<file path="src/rtl/ftewma_pkg.sv">
// Shared types and constants for the flow totaliser with moving average.
// Used by the interfaces, the update stage, the volume divider and the top level.
// Depends on nothing.
`default_nettype none

package ftewma_pkg;

  // Field widths
  localparam int unsigned RateW  = 16;
  localparam int unsigned CountW = 16;
  localparam int unsigned AccumW = 32;
  localparam int unsigned CfgW   = 16;
  localparam int unsigned CfgIdxW = 3;

  // Volume scaling: mL = accum / 6000 = (accum >> 4) / 375
  localparam int unsigned VolDivisor  = 6000;
  localparam int unsigned VolPreShift = 4;
  localparam int unsigned VolQuotW    = 16;
  // accum at or above this gives a quotient that no longer fits 16 bits
  localparam logic [AccumW-1:0] VolSatLimit = AccumW'(65536 * VolDivisor);
  // Dividend after the pre-shift, below VolSatLimit >> 4
  localparam int unsigned VolDividendW = 25;
  // ceil(2^33 / 375); exact for every dividend below 2^33 / 283
  localparam int unsigned RecipShift = 33;
  localparam int unsigned RecipW     = 25;
  localparam logic [RecipW-1:0] RecipMul = 25'd22906493;
  localparam int unsigned ProdW      = VolDividendW + RecipW;

  // Configuration register indices
  typedef enum logic [CfgIdxW-1:0] {
    CfgOverRange    = 3'd0,
    CfgMinRate      = 3'd1,
    CfgVolCutoff    = 3'd2,
    CfgLowMinVolume = 3'd3,
    CfgLowMinPeak   = 3'd4,
    CfgLowFallRate  = 3'd5
  } cfg_idx_e;

  // Opcode of an input word
  typedef enum logic {
    OpSample = 1'b0,
    OpClear  = 1'b1
  } opcode_e;

  typedef struct packed {
    logic [CfgW-1:0] over_range_limit;
    logic [CfgW-1:0] calibrated_min_rate;
    logic [CfgW-1:0] volume_cutoff_ml;
    logic [CfgW-1:0] lowrate_min_volume_ml;
    logic [CfgW-1:0] lowrate_min_peak;
    logic [CfgW-1:0] lowrate_fall_rate;
  } cfg_t;

  // Running state as shown after one word's update
  typedef struct packed {
    logic [RateW-1:0]  rate_now;
    logic              sample_bad;
    logic [RateW-1:0]  average_rate;
    logic [RateW-1:0]  peak_rate;
    logic [AccumW-1:0] volume_accum;
    logic [CountW-1:0] good_count;
    logic [CountW-1:0] bad_count;
    logic [CountW-1:0] bad_run;
    logic [CountW-1:0] inrange_count;
  } res_t;

endpackage

`default_nettype wire

</file>
<file path="src/rtl/ftewma_if.sv">
// Valid/ready channels for input words and result words.
// Depends on ftewma_pkg for field widths.
`default_nettype none

interface ftewma_in_if;
  logic                            valid;
  logic                            ready;
  logic                            opcode;
  logic [ftewma_pkg::RateW-1:0]    sample_rate;
  logic                            sample_ok;

  modport source (output valid, output opcode, output sample_rate, output sample_ok,
                  input ready);
  modport sink   (input valid, input opcode, input sample_rate, input sample_ok,
                  output ready);
endinterface

interface ftewma_out_if;
  logic                            valid;
  logic                            ready;
  logic [ftewma_pkg::RateW-1:0]    rate_now;
  logic                            sample_bad;
  logic [ftewma_pkg::RateW-1:0]    average_rate;
  logic [ftewma_pkg::RateW-1:0]    peak_rate;
  logic [ftewma_pkg::AccumW-1:0]   volume_accum;
  logic [ftewma_pkg::VolQuotW-1:0] volume_ml;
  logic [ftewma_pkg::CountW-1:0]   good_count;
  logic [ftewma_pkg::CountW-1:0]   bad_count;
  logic [ftewma_pkg::CountW-1:0]   bad_run;
  logic [ftewma_pkg::CountW-1:0]   inrange_count;
  logic                            cutoff_volume;
  logic                            cutoff_lowrate;

  modport source (output valid, output rate_now, output sample_bad, output average_rate,
                  output peak_rate, output volume_accum, output volume_ml,
                  output good_count, output bad_count, output bad_run,
                  output inrange_count, output cutoff_volume, output cutoff_lowrate,
                  input ready);
  modport sink   (input valid, input rate_now, input sample_bad, input average_rate,
                  input peak_rate, input volume_accum, input volume_ml,
                  input good_count, input bad_count, input bad_run,
                  input inrange_count, input cutoff_volume, input cutoff_lowrate,
                  output ready);
endinterface

`default_nettype wire

</file>
<file path="src/rtl/ftewma_update.sv">
// Running-state update: clamp, integrate, average, peak and counters.
// The state registers double as the result register of this stage.
// Depends on ftewma_pkg.
`default_nettype none

module ftewma_update (
  input  wire                         clk_i,
  input  wire                         rst_ni,
  input  wire                         adv_i,
  input  wire                         opcode_i,
  input  wire [ftewma_pkg::RateW-1:0] sample_rate_i,
  input  wire                         sample_ok_i,
  input  wire ftewma_pkg::cfg_t       cfg_i,
  output ftewma_pkg::res_t            res_o
);

  ftewma_pkg::res_t                state_q, state_d;
  logic [ftewma_pkg::CountW-1:0]   ticks_q, ticks_d;
  logic [ftewma_pkg::CountW-1:0]   ticks_inc;
  logic [ftewma_pkg::CountW-1:0]   good_inc;
  logic [ftewma_pkg::RateW-1:0]    rate_clamp;
  logic [ftewma_pkg::AccumW-1:0]   integ_prod;
  logic [ftewma_pkg::RateW+1:0]    avg_sum;
  logic [ftewma_pkg::RateW-1:0]    avg_new;
  logic                            integrate;

  // Clamp and the datapath terms of a good sample
  always_comb begin
    ticks_inc  = ticks_q + 1'b1;
    good_inc   = state_q.good_count + 1'b1;
    integrate  = (good_inc > 16'd1);
    rate_clamp = (sample_rate_i > cfg_i.over_range_limit) ? cfg_i.over_range_limit
                                                           : sample_rate_i;
    integ_prod = {16'd0, rate_clamp} * {16'd0, ticks_inc};
    avg_sum    = {1'b0, state_q.average_rate, 1'b0} + {2'b00, state_q.average_rate}
               + {2'b00, rate_clamp} + 18'd1;
    avg_new    = avg_sum[ftewma_pkg::RateW+1:2];
  end

  // Next state for the word in the input register
  always_comb begin
    state_d            = state_q;
    ticks_d            = ticks_q;
    state_d.rate_now   = '0;
    state_d.sample_bad = 1'b0;
    if (opcode_i == ftewma_pkg::OpClear) begin
      state_d = '0;
      ticks_d = '0;
    end else if (!sample_ok_i) begin
      ticks_d            = ticks_inc;
      state_d.sample_bad = 1'b1;
      state_d.bad_count  = state_q.bad_count + 1'b1;
      state_d.bad_run    = state_q.bad_run + 1'b1;
    end else begin
      ticks_d            = '0;
      state_d.bad_run    = '0;
      state_d.rate_now   = rate_clamp;
      state_d.good_count = good_inc;
      if (integrate) begin
        state_d.volume_accum = state_q.volume_accum + integ_prod;
        state_d.average_rate = avg_new;
        if (avg_new > state_q.peak_rate) begin
          state_d.peak_rate = avg_new;
        end
        if (rate_clamp >= cfg_i.calibrated_min_rate) begin
          state_d.inrange_count = state_q.inrange_count + 1'b1;
        end
      end
    end
  end

  // Commit when the word moves on
  always_ff @(posedge clk_i or negedge rst_ni) begin
    if (!rst_ni) begin
      state_q <= '0;
      ticks_q <= '0;
    end else if (adv_i) begin
      state_q <= state_d;
      ticks_q <= ticks_d;
    end
  end

  assign res_o = state_q;

  // The peak only ever follows the average upwards
  a_peak_ge_avg: assert property (@(posedge clk_i) disable iff (!rst_ni)
    state_q.peak_rate >= state_q.average_rate)
    else $error("peak below average");

  // A clear empties the running state
  a_clear_zero: assert property (@(posedge clk_i) disable iff (!rst_ni)
    adv_i && (opcode_i == ftewma_pkg::OpClear) |=>
      (state_q.volume_accum == '0) && (state_q.good_count == '0) && (ticks_q == '0))
    else $error("state not cleared");

  // A bad sample never carries a rate
  a_bad_no_rate: assert property (@(posedge clk_i) disable iff (!rst_ni)
    state_q.sample_bad |-> (state_q.rate_now == '0))
    else $error("bad sample with rate");

endmodule

`default_nettype wire

</file>
<file path="src/rtl/ftewma_voldiv.sv">
// Accumulator to millilitres: divide by 6000 by reciprocal multiply, saturate.
// One registered multiply; the quotient is valid the cycle after en_i.
// Depends on ftewma_pkg.
`default_nettype none

module ftewma_voldiv (
  input  wire                            clk_i,
  input  wire                            en_i,
  input  wire [ftewma_pkg::AccumW-1:0]   accum_i,
  output logic [ftewma_pkg::VolQuotW-1:0] vol_ml_o
);

  logic [ftewma_pkg::VolDividendW-1:0] dividend;
  logic [ftewma_pkg::ProdW-1:0]        prod_q;
  logic                                sat_q;

  assign dividend = accum_i[ftewma_pkg::VolPreShift +: ftewma_pkg::VolDividendW];

  // Hold the product and the overflow flag
  always_ff @(posedge clk_i) begin
    if (en_i) begin
      prod_q <= {{ftewma_pkg::RecipW{1'b0}}, dividend} *
                {{ftewma_pkg::VolDividendW{1'b0}}, ftewma_pkg::RecipMul};
      sat_q  <= (accum_i >= ftewma_pkg::VolSatLimit);
    end
  end

  // Saturate at the 16-bit ceiling
  assign vol_ml_o = sat_q ? {ftewma_pkg::VolQuotW{1'b1}}
                          : prod_q[ftewma_pkg::RecipShift +: ftewma_pkg::VolQuotW];

endmodule

`default_nettype wire

</file>
<file path="src/rtl/flow_totalizer_ewma_core.sv">
// Flow totaliser with moving average: top level, four-stage pipeline.
// Each word passes the input, state, volume and output registers in that order.
// Throughput: one word per cycle unless the output stalls; the update is combinational.
// A stalled output backs up through the stages; ready falls only when all are full.
// Reset: asynchronous, active low; clears the running state and sets the
// configuration registers to their defaults. No clearing pass is needed.
`default_nettype none

module flow_totalizer_ewma_core (
  input  wire                                clk_i,
  input  wire                                rst_ni,
  ftewma_in_if.sink                          item_in_i,
  ftewma_out_if.source                       result_out_o,
  input  wire                                cfg_we_i,
  input  wire [ftewma_pkg::CfgIdxW-1:0]      cfg_idx_i,
  input  wire [ftewma_pkg::CfgW-1:0]         cfg_wdata_i
);

  ftewma_pkg::cfg_t                cfg_q;
  logic                            valid_a_q, valid_b_q, valid_c_q, valid_d_q;
  logic                            ready_a, ready_b, ready_c, ready_d;
  logic                            acc_a, adv_b, adv_c, adv_d;
  logic                            opcode_a_q, ok_a_q;
  logic [ftewma_pkg::RateW-1:0]    rate_a_q;
  ftewma_pkg::res_t                res_b, res_c_q, res_d_q;
  logic [ftewma_pkg::VolQuotW-1:0] vol_c;
  logic [ftewma_pkg::VolQuotW-1:0] vol_d_q;
  logic                            cut_vol_q, cut_low_q;

  // Configuration registers
  always_ff @(posedge clk_i or negedge rst_ni) begin
    if (!rst_ni) begin
      cfg_q.over_range_limit      <= 16'hFFFF;
      cfg_q.calibrated_min_rate   <= 16'h0000;
      cfg_q.volume_cutoff_ml      <= 16'hFFFF;
      cfg_q.lowrate_min_volume_ml <= 16'hFFFF;
      cfg_q.lowrate_min_peak      <= 16'hFFFF;
      cfg_q.lowrate_fall_rate     <= 16'h0000;
    end else if (cfg_we_i) begin
      case (ftewma_pkg::cfg_idx_e'(cfg_idx_i))
        ftewma_pkg::CfgOverRange:    cfg_q.over_range_limit      <= cfg_wdata_i;
        ftewma_pkg::CfgMinRate:      cfg_q.calibrated_min_rate   <= cfg_wdata_i;
        ftewma_pkg::CfgVolCutoff:    cfg_q.volume_cutoff_ml      <= cfg_wdata_i;
        ftewma_pkg::CfgLowMinVolume: cfg_q.lowrate_min_volume_ml <= cfg_wdata_i;
        ftewma_pkg::CfgLowMinPeak:   cfg_q.lowrate_min_peak      <= cfg_wdata_i;
        ftewma_pkg::CfgLowFallRate:  cfg_q.lowrate_fall_rate     <= cfg_wdata_i;
        default: begin
        end
      endcase
    end
  end

  // Stage handshake: a stage takes a word when empty or when it is passing one on
  assign ready_d = !valid_d_q || result_out_o.ready;
  assign adv_d   = valid_c_q && ready_d;
  assign ready_c = !valid_c_q || ready_d;
  assign adv_c   = valid_b_q && ready_c;
  assign ready_b = !valid_b_q || ready_c;
  assign adv_b   = valid_a_q && ready_b;
  assign ready_a = !valid_a_q || ready_b;
  assign acc_a   = item_in_i.valid && ready_a;

  assign item_in_i.ready = ready_a;

  always_ff @(posedge clk_i or negedge rst_ni) begin
    if (!rst_ni) begin
      valid_a_q <= 1'b0;
      valid_b_q <= 1'b0;
      valid_c_q <= 1'b0;
      valid_d_q <= 1'b0;
    end else begin
      valid_a_q <= acc_a || (valid_a_q && !adv_b);
      valid_b_q <= adv_b || (valid_b_q && !adv_c);
      valid_c_q <= adv_c || (valid_c_q && !adv_d);
      valid_d_q <= adv_d || (valid_d_q && !result_out_o.ready);
    end
  end

  // Input register
  always_ff @(posedge clk_i) begin
    if (acc_a) begin
      opcode_a_q <= item_in_i.opcode;
      rate_a_q   <= item_in_i.sample_rate;
      ok_a_q     <= item_in_i.sample_ok;
    end
  end

  // Running-state update into the state/result register
  ftewma_update u_update (
    .clk_i         (clk_i),
    .rst_ni        (rst_ni),
    .adv_i         (adv_b),
    .opcode_i      (opcode_a_q),
    .sample_rate_i (rate_a_q),
    .sample_ok_i   (ok_a_q),
    .cfg_i         (cfg_q),
    .res_o         (res_b)
  );

  // Volume divide alongside the carried fields
  ftewma_voldiv u_voldiv (
    .clk_i    (clk_i),
    .en_i     (adv_c),
    .accum_i  (res_b.volume_accum),
    .vol_ml_o (vol_c)
  );

  always_ff @(posedge clk_i) begin
    if (adv_c) begin
      res_c_q <= res_b;
    end
  end

  // Output register with the cutoff decisions
  always_ff @(posedge clk_i) begin
    if (adv_d) begin
      res_d_q   <= res_c_q;
      vol_d_q   <= vol_c;
      cut_vol_q <= (vol_c > cfg_q.volume_cutoff_ml);
      cut_low_q <= (vol_c > cfg_q.lowrate_min_volume_ml) &&
                   (res_c_q.peak_rate >= cfg_q.lowrate_min_peak) &&
                   (res_c_q.average_rate < cfg_q.lowrate_fall_rate);
    end
  end

  assign result_out_o.valid          = valid_d_q;
  assign result_out_o.rate_now       = res_d_q.rate_now;
  assign result_out_o.sample_bad     = res_d_q.sample_bad;
  assign result_out_o.average_rate   = res_d_q.average_rate;
  assign result_out_o.peak_rate      = res_d_q.peak_rate;
  assign result_out_o.volume_accum   = res_d_q.volume_accum;
  assign result_out_o.volume_ml      = vol_d_q;
  assign result_out_o.good_count     = res_d_q.good_count;
  assign result_out_o.bad_count      = res_d_q.bad_count;
  assign result_out_o.bad_run        = res_d_q.bad_run;
  assign result_out_o.inrange_count  = res_d_q.inrange_count;
  assign result_out_o.cutoff_volume  = cut_vol_q;
  assign result_out_o.cutoff_lowrate = cut_low_q;

  // Below one divisor the volume reads zero
  a_vol_small: assert property (@(posedge clk_i) disable iff (!rst_ni)
    valid_d_q && (res_d_q.volume_accum < 32'(ftewma_pkg::VolDivisor)) |->
      (vol_d_q == '0))
    else $error("volume nonzero below one mL");

  // Large accumulators saturate the volume
  a_vol_sat: assert property (@(posedge clk_i) disable iff (!rst_ni)
    valid_d_q && (res_d_q.volume_accum >= ftewma_pkg::VolSatLimit) |->
      (vol_d_q == {ftewma_pkg::VolQuotW{1'b1}}))
    else $error("volume not saturated");

  // Input stalls only while every stage holds a word
  a_stall_full: assert property (@(posedge clk_i) disable iff (!rst_ni)
    !ready_a |-> (valid_a_q && valid_b_q && valid_c_q && valid_d_q))
    else $error("stall with an empty stage");

endmodule

`default_nettype wire
</file>
<file path="src/flat_wrapper.sv">
// flat-port wrapper written by rule: the top's interface ports become plain ports
module flow_totalizer_ewma_core_flat 
  (clk_i, rst_ni, cfg_we_i, cfg_idx_i, cfg_wdata_i, item_in_i_valid, item_in_i_opcode, item_in_i_sample_rate, item_in_i_sample_ok, item_in_i_ready, result_out_o_valid, result_out_o_rate_now, result_out_o_sample_bad, result_out_o_average_rate, result_out_o_peak_rate, result_out_o_volume_accum, result_out_o_volume_ml, result_out_o_good_count, result_out_o_bad_count, result_out_o_bad_run, result_out_o_inrange_count, result_out_o_cutoff_volume, result_out_o_cutoff_lowrate, result_out_o_ready);
  ftewma_in_if item_in_i_i ();
  ftewma_out_if result_out_o_i ();
  input  wire clk_i;
  input  wire rst_ni;
  input  wire cfg_we_i;
  input  wire [ftewma_pkg::CfgIdxW-1:0] cfg_idx_i;
  input  wire [ftewma_pkg::CfgW-1:0] cfg_wdata_i;
  input wire logic [$bits(item_in_i_i.valid)-1:0] item_in_i_valid;
  input wire logic [$bits(item_in_i_i.opcode)-1:0] item_in_i_opcode;
  input wire logic [$bits(item_in_i_i.sample_rate)-1:0] item_in_i_sample_rate;
  input wire logic [$bits(item_in_i_i.sample_ok)-1:0] item_in_i_sample_ok;
  output wire logic [$bits(item_in_i_i.ready)-1:0] item_in_i_ready;
  output wire logic [$bits(result_out_o_i.valid)-1:0] result_out_o_valid;
  output wire logic [$bits(result_out_o_i.rate_now)-1:0] result_out_o_rate_now;
  output wire logic [$bits(result_out_o_i.sample_bad)-1:0] result_out_o_sample_bad;
  output wire logic [$bits(result_out_o_i.average_rate)-1:0] result_out_o_average_rate;
  output wire logic [$bits(result_out_o_i.peak_rate)-1:0] result_out_o_peak_rate;
  output wire logic [$bits(result_out_o_i.volume_accum)-1:0] result_out_o_volume_accum;
  output wire logic [$bits(result_out_o_i.volume_ml)-1:0] result_out_o_volume_ml;
  output wire logic [$bits(result_out_o_i.good_count)-1:0] result_out_o_good_count;
  output wire logic [$bits(result_out_o_i.bad_count)-1:0] result_out_o_bad_count;
  output wire logic [$bits(result_out_o_i.bad_run)-1:0] result_out_o_bad_run;
  output wire logic [$bits(result_out_o_i.inrange_count)-1:0] result_out_o_inrange_count;
  output wire logic [$bits(result_out_o_i.cutoff_volume)-1:0] result_out_o_cutoff_volume;
  output wire logic [$bits(result_out_o_i.cutoff_lowrate)-1:0] result_out_o_cutoff_lowrate;
  input wire logic [$bits(result_out_o_i.ready)-1:0] result_out_o_ready;
  assign item_in_i_i.valid = item_in_i_valid;
  assign item_in_i_i.opcode = item_in_i_opcode;
  assign item_in_i_i.sample_rate = item_in_i_sample_rate;
  assign item_in_i_i.sample_ok = item_in_i_sample_ok;
  assign item_in_i_ready = item_in_i_i.ready;
  assign result_out_o_valid = result_out_o_i.valid;
  assign result_out_o_rate_now = result_out_o_i.rate_now;
  assign result_out_o_sample_bad = result_out_o_i.sample_bad;
  assign result_out_o_average_rate = result_out_o_i.average_rate;
  assign result_out_o_peak_rate = result_out_o_i.peak_rate;
  assign result_out_o_volume_accum = result_out_o_i.volume_accum;
  assign result_out_o_volume_ml = result_out_o_i.volume_ml;
  assign result_out_o_good_count = result_out_o_i.good_count;
  assign result_out_o_bad_count = result_out_o_i.bad_count;
  assign result_out_o_bad_run = result_out_o_i.bad_run;
  assign result_out_o_inrange_count = result_out_o_i.inrange_count;
  assign result_out_o_cutoff_volume = result_out_o_i.cutoff_volume;
  assign result_out_o_cutoff_lowrate = result_out_o_i.cutoff_lowrate;
  assign result_out_o_i.ready = result_out_o_ready;
  flow_totalizer_ewma_core u_core (.clk_i(clk_i), .rst_ni(rst_ni), .item_in_i(item_in_i_i), .result_out_o(result_out_o_i), .cfg_we_i(cfg_we_i), .cfg_idx_i(cfg_idx_i), .cfg_wdata_i(cfg_wdata_i));
endmodule
</file>
<file path="config.mk">
export PLATFORM = sky130hd
export DESIGN_NAME = flow_totalizer_ewma_core_flat
export DESIGN_NICKNAME = d
export VERILOG_FILES = /design/src/rtl/ftewma_pkg.sv /design/src/rtl/ftewma_if.sv /design/src/rtl/ftewma_update.sv /design/src/rtl/ftewma_voldiv.sv /design/src/rtl/flow_totalizer_ewma_core.sv /design/src/flat_wrapper.sv
export SDC_FILE = /design/constraint.sdc
export NUM_CORES = 2
export LEC_CHECK = 0
export BUFFER_PORTS_ARGS = -buffer_cell sky130_fd_sc_hd__clkbuf_2
export CAP_MARGIN = 20
export CORE_MARGIN = 2
export CORE_UTILIZATION = 40
export CTS_BUF_LIST = sky130_fd_sc_hd__clkbuf_4
export CTS_CLUSTER_SIZE = 40
export DETAILED_ROUTE_END_ITERATION = 12
export PLACE_DENSITY_LB_ADDON = 0.12
export SLEW_MARGIN = 20
export SYNTH_ARGS = -nofsm -noshare
export SYNTH_HDL_FRONTEND = slang
export SYNTH_HIERARCHICAL = 1
export SYNTH_SLANG_ARGS = --single-unit
</file>
<file path="constraint.sdc">
create_clock -name clk_i -period 10.1 [get_ports clk_i]
set_clock_uncertainty 0.1 [all_clocks]
set_input_delay 2.02 -clock clk_i [delete_from_list [all_inputs] [get_ports clk_i]]
set_output_delay 2.02 -clock clk_i [all_outputs]
set_load 0.01 [all_outputs]
</file>
# Yosys cells after proc, flatten, opt, wreduce, memory -nomap -nowiden
# Cells that the tools add are included.
# classes
mux	15
div_mod_pow	0
addsub	9
mul	2
eq_ne	6
order_cmp	9
bitwise	0
n_reduce_logical	42
n_shift	0
# op_table
operator	count
$mux W16	11
$mux W145	1
$add A16 B1 Y16 const B	5
$mux W80	1
$gt A16 B16 Y1	4
$mux W64	1
$mul A25 B25 Y49 const B	1
$add A32 B32 Y32	1
$ge A16 B16 Y1	2
$ge A32 B29 Y1 const B	1
$mul A16 B16 Y32	1
$add A17 B16 Y18	1
$add A18 B1 Y18 const B	1
$add A18 B16 Y18	1
$gt A16 B1 Y1 const B	1
$lt A16 B16 Y1	1
$reduce_and A2 Y1	8
$logic_and A1 B1 Y1	10
$logic_not A1 Y1	8
$logic_or A1 B1 Y1	8
$reduce_and A4 Y1	2
$reduce_bool A2 Y1	4
$eq A3 B2 Y1 const B	2
$eq A3 B3 Y1 const B	2
5 further kinds	5
# word_totals
mem_bits_ro	0
inputBits	42
ram_bits	0
regBits	637
mem_count	0
latchBits	0
wordCells	129

# Depth between registers and ports, before layout
# depth
depth_word	9
ltp_mapped	33
depth_no_buf	32

# Cells and area by module
# Netlist, hierarchy kept.
# modules_own_cells
module	area_each_um2	cells_each	n_inst	seq_area_each_um2
ftewma_update	19237.2	2212	1	4028.9
flow_totalizer_ewma_core	15173.3	796	1	12371.9
ftewma_voldiv	12221.7	1200	1	510.5

# Worst setup path after synthesis
# Ideal clock, no wire load.
# synth_timing
path_kind	input -> register
from	in result_out_o_ready
to	reg u_core.res_d_q, in the netlist u_core/result_out_o.average_rate[0] (enable)
cell_stages	2
t_arrival_ns	9.297
slack_ns	-0.005
cell_sequence	nor2b_1 -> nor2b_1
# synth_between
elab_chain_cells	2
# synth_rtl
element	line_no	source
from (decl)	flat_wrapper.sv:29	input wire logic [$bits(result_out_o_i.ready)-1:0] result_out_o_ready;
$logic_or A1 B1 Y1	flow_totalizer_ewma_core.sv:54	assign ready_d = !valid_d_q || result_out_o.ready;
$logic_and A1 B1 Y1	flow_totalizer_ewma_core.sv:55	assign adv_d = valid_c_q && ready_d;
net u_core.adv_d	flow_totalizer_ewma_core.sv:22	logic acc_a, adv_b, adv_c, adv_d;
to (signal assigned)	flow_totalizer_ewma_core.sv:117	res_d_q <= res_c_q;
to (decl)	flow_totalizer_ewma_core.sv:25	ftewma_pkg::res_t res_b, res_c_q, res_d_q;
# The timed path passes the listed nets, and every way through them passes these cells.
# A chain may end at the register's enable or synchronous reset.

# Final worst setup path
# layout_timing
from	reg u_core/cfg_q[87] (netlist bit)
to	reg u_core.u_update.state_q, in the netlist u_core/u_update/res_o[88]
# layout_between
elab_chain_cells	7
# layout_rtl
element	line_no	source
from (decl)	flow_totalizer_ewma_core.sv:19	ftewma_pkg::cfg_t cfg_q;
$gt A16 B16 Y1	ftewma_update.sv:32	rate_clamp = (sample_rate_i > cfg_i.over_range_limit) ? cfg_i.over_range_limit
$mux W16 (*)	ftewma_update.sv:32	
$mul A16 B16 Y32 (*)	ftewma_update.sv:34	integ_prod = {16'd0, rate_clamp} * {16'd0, ticks_inc};
$add A32 B32 Y32 (*)	ftewma_update.sv:60	state_d.volume_accum = state_q.volume_accum + integ_prod;
$mux W64 (*)	ftewma_update.sv:59	if (integrate) begin
$mux W80 (*)	ftewma_update.sv:49	end else if (!sample_ok_i) begin
$mux W145 (*)	ftewma_update.sv:46	if (opcode_i == ftewma_pkg::OpClear) begin
to (signal assigned)	ftewma_update.sv:78	state_q <= state_d;
to (decl)	ftewma_update.sv:17	ftewma_pkg::res_t state_q, state_d;
# Every way passes the cells marked *; elsewhere a longest branch is shown, timed or not. The select of a mux whose other input is x is not followed.

==> flow_results.xml <==
<?xml version="1.0" encoding="UTF-8"?>
<metrics>
  <group name="power_and_ir_drop">
    <metric name="p_seq_frac" unit="">0.188</metric>
    <metric name="fin_total_pwr" unit="mW">18.62</metric>
    <metric name="power.density_cell_area" unit="nW/µm²">358.8</metric>
    <metric name="ir_worst_vdd" unit="mV">0.5279</metric>
    <metric name="power.clock.fraction" unit="">0.124</metric>
    <metric name="p_int" unit="mW">9.412</metric>
    <metric name="switching_share" unit="">0.4946</metric>
    <metric name="net-switching-power" unit="mW">9.211</metric>
    <metric name="p_leak" unit="nW">25.59</metric>
    <metric name="comb_power_share" unit="">0.688</metric>
  </group>
  <group name="synth">
    <metric name="synth_seq_cells" unit="">604</metric>
    <metric name="ys_async_sr_fraction" unit="">0.4321</metric>
    <metric name="synthTopCellsByCount" unit="">sky130_fd_sc_hd__inv_1, sky130_fd_sc_hd__fa_1, sky130_fd_sc_hd__ha_1</metric>
    <metric name="number_of_enable_type_register_cells_in_the_synthesized_netlist" unit="">343</metric>
    <metric name="synth_most_common_cell" unit="">sky130_fd_sc_hd__inv_1</metric>
    <metric name="syn_inst" unit="">4208</metric>
    <metric name="yosysTopAreaCellShare" unit="">0.2219</metric>
    <metric name="mappedNetlistArea" unit="µm²">46630</metric>
    <metric name="avgSynthCellArea" unit="µm²">11.08</metric>
    <metric name="synth-main-ff-cell" unit="">sky130_fd_sc_hd__edfxtp_1</metric>
    <metric name="synth-warning-count" unit="">6</metric>
    <metric name="synth_nets" unit="">5254</metric>
    <metric name="fraction_of_the_yosys_area_taken_by_sequential_cells" unit="">0.3627</metric>
    <metric name="yosys.area.top_type" unit="">sky130_fd_sc_hd__fa_1</metric>
    <metric name="netlist-cell-type-count" unit="">89</metric>
    <metric name="netlist_top_cells_area" unit="">sky130_fd_sc_hd__fa_1, sky130_fd_sc_hd__edfxtp_1, sky130_fd_sc_hd__ha_1, sky130_fd_sc_hd__dfrtp_1, sky130_fd_sc_hd__inv_1</metric>
  </group>
  <group name="cells_and_area">
    <metric name="final_cell_count_no_fill" unit="">6218</metric>
    <metric name="synthToLayoutAreaGrowth" unit="%">11.30</metric>
    <metric name="nets" unit="">5592</metric>
    <metric name="drive_above_1_share" unit="">0.1615</metric>
  </group>
  <group name="grt">
    <metric name="grt_pass1_vias" unit="">31840</metric>
    <metric name="grt_util_all_layers" unit="">0.2153</metric>
    <metric name="grt_antenna_before_repair" unit="">5</metric>
    <metric name="grt_start_max_net_pins" unit="">163</metric>
    <metric name="grt_first_pass_wirelength" unit="µm">194800</metric>
    <metric name="overflow" unit="">0</metric>
  </group>
  <group name="worst_setup_path">
    <metric name="endpoint" unit="">u_core/u_update/res_o[88]$_DFFE_PN0P_</metric>
    <metric name="r2r_startpoint" unit="">u_core/cfg_q[87]$_DFFE_PN1P_</metric>
    <metric name="critical_path.slowest_cell" unit="">sky130_fd_sc_hd__fa_1</metric>
    <metric name="reg2reg_depth" unit="">31</metric>
    <metric name="arrival" unit="ns">10.16</metric>
    <metric name="worst-endpoint-required" unit="ns">10.91</metric>
    <metric name="worst_setup_path_startpoint" unit="">u_core/cfg_q[87]$_DFFE_PN1P_</metric>
    <metric name="critical_path.max_fanout" unit="">12</metric>
    <metric name="timing.setup.critical_path_class" unit="">reg2reg</metric>
    <metric name="critPathLaunchType" unit="">flop</metric>
    <metric name="max_stage_delay" unit="ns">0.56</metric>
    <metric name="critical_path.endpoint_type" unit="">flop</metric>
    <metric name="worst_r2r_endpoint" unit="">u_core/u_update/res_o[88]$_DFFE_PN0P_</metric>
    <metric name="worst-r2r-setup-slack" unit="ns">0.75</metric>
  </group>
  <group name="timing">
    <metric name="fin_crit_sh" unit="">0.9255</metric>
    <metric name="tightest_slew" unit="ns">1.161</metric>
    <metric name="fmaxAchievable" unit="GHz">0.1070</metric>
    <metric name="timing.slew.headroom" unit="">0.2260</metric>
    <metric name="final.hold.worst_slack" unit="ns">0.2621</metric>
    <metric name="timing_hold_violations_final" unit="">0</metric>
    <metric name="rsz0062_at_grt" unit="">false</metric>
    <metric name="fin_setup_tns" unit="ns">0</metric>
    <metric name="worst_path_setup_slack_after_routing" unit="ns">0.7522</metric>
    <metric name="drv_slew" unit="">0</metric>
    <metric name="number_of_failing_setup_endpoints_in_the_final_timing_report" unit="">0</metric>
    <metric name="layout_min_cycle_time" unit="ns">9.348</metric>
  </group>
  <group name="die">
    <metric name="rows" unit="">125</metric>
    <metric name="die_width" unit="µm">345.4</metric>
    <metric name="floorplan.die.height" unit="µm">345.4</metric>
    <metric name="num_io_pins" unit="">207</metric>
    <metric name="start_util" unit="">0.4024</metric>
    <metric name="dieArea" unit="µm²">119300</metric>
    <metric name="placeable_core_area" unit="µm²">115900</metric>
  </group>
  <group name="place">
    <metric name="dp.cells" unit="">5900</metric>
    <metric name="place_congestion" unit="">0.8941</metric>
    <metric name="port_buffers" unit="">206</metric>
    <metric name="pre_cts_ws" unit="ns">0.8115</metric>
    <metric name="hpwlAfterDp" unit="µm">98780</metric>
  </group>
  <group name="route">
    <metric name="drt_wl_total" unit="µm">125800</metric>
    <metric name="drt-pass1-iter-count" unit="">5</metric>
    <metric name="antenna_violating_nets_post_route" unit="">0</metric>
    <metric name="detailedRoute.firstIterationViolations" unit="">1645</metric>
    <metric name="residual_drc" unit="">0</metric>
    <metric name="via_count" unit="">30750</metric>
    <metric name="drt-wirelength-per-cell" unit="µm">20.24</metric>
    <metric name="detail_route.vias_per_cell" unit="">4.946</metric>
  </group>
  <group name="clock_network">
    <metric name="inserted_clock_buffers" unit="">168</metric>
    <metric name="worstSkewPairLatency" unit="ns">1.09</metric>
    <metric name="cts_resized" unit="">0</metric>
    <metric name="ctsLongestPathBuffers" unit="">3</metric>
    <metric name="tritoncts_num_sinks" unit="">604</metric>
    <metric name="holdBufCountCts" unit="">0</metric>
    <metric name="clock_tree.htree_level_count" unit="">4</metric>
    <metric name="clkSlewWorstSetupHoldPaths" unit="ns">0.06</metric>
    <metric name="cts_root_buffer" unit="">sky130_fd_sc_hd__clkbuf_4</metric>
    <metric name="cts_tree" unit="">yes</metric>
    <metric name="post-cts-setup-buffer-count" unit="">0</metric>
  </group>
  <group name="worst_hold_path">
    <metric name="hold_path_class" unit="">reg2reg</metric>
  </group>
  <group name="run">
    <metric name="drv.max_cap_violation_count" unit="">0</metric>
  </group>
  <group name="status">
    <metric name="run_status" unit="">completed</metric>
  </group>
</metrics>
cells by family (layout without fill, tap and decap cells):
family / count (synthesis) / count (layout) / synth area share
fa+ha+maj: 1004 / 1004 / 0.3526
other cells: 0 / 7 / 0
compound gates: 522 / 522 / 0.07301
xor+xnor: 99 / 99 / 0.01859
flops: 604 / 604 / 0.3627
simple gates: 800 / 800 / 0.08232
mux: 90 / 90 / 0.02165
buf+inv: 1089 / 1568 / 0.08916
how the worst min path moves through the flow:
| stage | startpoint | to | slack (ns) | cells past startpoint |
|---|---|---|---|---|
| floorplan | u_core/res_c_q[32]$_DFFE_PP_ | u_core/result_out_o.bad_count[0]$_DFFE_PP_ | 0.30 | 0 |
| global placement | u_core/res_c_q[93]$_DFFE_PP_ | u_core/result_out_o.volume_accum[29]$_DFFE_PP_ | 0.30 | 0 |
| detailed placement | u_core/res_c_q[61]$_DFFE_PP_ | u_core/result_out_o.good_count[13]$_DFFE_PP_ | 0.30 | 0 |
| CTS | u_core/res_c_q[33]$_DFFE_PP_ | u_core/result_out_o.bad_count[1]$_DFFE_PP_ | 0.25 | 0 |
| global route | u_core/res_c_q[33]$_DFFE_PP_ | u_core/result_out_o.bad_count[1]$_DFFE_PP_ | 0.28 | 0 |
| finish | u_core/res_c_q[33]$_DFFE_PP_ | u_core/result_out_o.bad_count[1]$_DFFE_PP_ | 0.26 | 0 |
state kept, by name, summed over array words and instances (netlist names), 32 cells and up:
signal,cells
u_core/res_c_q,145
u_core/u_update/res_o,145
u_core/cfg_q,96
u_core/result_out_o.volume_accum,32
worst max-delay path: cells and delay by family, from the launching register on:
family                     cells  cell delay (ns)
adders and majority gates      8             3.77
AOI/OAI and AO/OA              9             1.96
and+or+nand+nor                6             1.41
buffers and inverters          7             0.97
DFF                            1             0.54
muxes                          1             0.46
stage by stage:
stage               area [µm²]    util
floorplan                46630       -
global placement         49620  0.4282
detailed placement       49620  0.4282
CTS                      51870  0.4475
global route             51900  0.4479
finish                   51900  0.4479
power by group through the flow:
stage | sequential (mW) | combinational, mW | clock (mW)
global placement | 3.56 | 12.6 | 0
CTS | 3.52 | 12.8 | 2.41
floorplan | 3.51 | 9.11 | 0
detailed placement | 3.57 | 12.7 | 0
global route | 3.57 | 14.7 | 2.54
finish | 3.51 | 12.8 | 2.30
final cells by class:
cell class | count | area, µm²
inverter | 1000 | 3754
timing repair buffer | 257 | 1436
clock inverter | 42 | 224.0
sequential | 604 | 16910
clock buffer | 269 | 2019
antenna | 7 | 17.52
tap | 1524 | 1907
multi-input combinational | 2515 | 25630
fill | 11040 | 63990
per-layer routing:
layer | global-route usage | part of all wire
met5 | 0 | 0.00011
met4 | 0.05174 | 0.017
met1 | 0.3045 | 0.46
met3 | 0.04109 | 0.050
met2 | 0.3418 | 0.47
cells in the final DEF (no fill, tap or decap), types with 56 or more instances in the layout:
| cell type | netlist | layout |
|---|---|---|
| sky130_fd_sc_hd__inv_1 | 989 | 989 |
| sky130_fd_sc_hd__fa_1 | 517 | 517 |
| sky130_fd_sc_hd__ha_1 | 487 | 487 |
| sky130_fd_sc_hd__edfxtp_1 | 343 | 343 |
| sky130_fd_sc_hd__nand2_1 | 293 | 293 |
| sky130_fd_sc_hd__clkbuf_4 | 0 | 269 |
| sky130_fd_sc_hd__clkbuf_2 | 0 | 205 |
| sky130_fd_sc_hd__dfrtp_1 | 197 | 197 |
| sky130_fd_sc_hd__nor2_1 | 188 | 188 |
| sky130_fd_sc_hd__o21ai_0 | 149 | 148 |
| sky130_fd_sc_hd__a21oi_1 | 90 | 90 |
| sky130_fd_sc_hd__mux2_2 | 84 | 84 |
| sky130_fd_sc_hd__dfstp_2 | 64 | 64 |
| sky130_fd_sc_hd__a21o_1 | 58 | 58 |
| sky130_fd_sc_hd__xnor2_1 | 58 | 56 |
No activity file was read; power rests on OpenSTA's default activity.
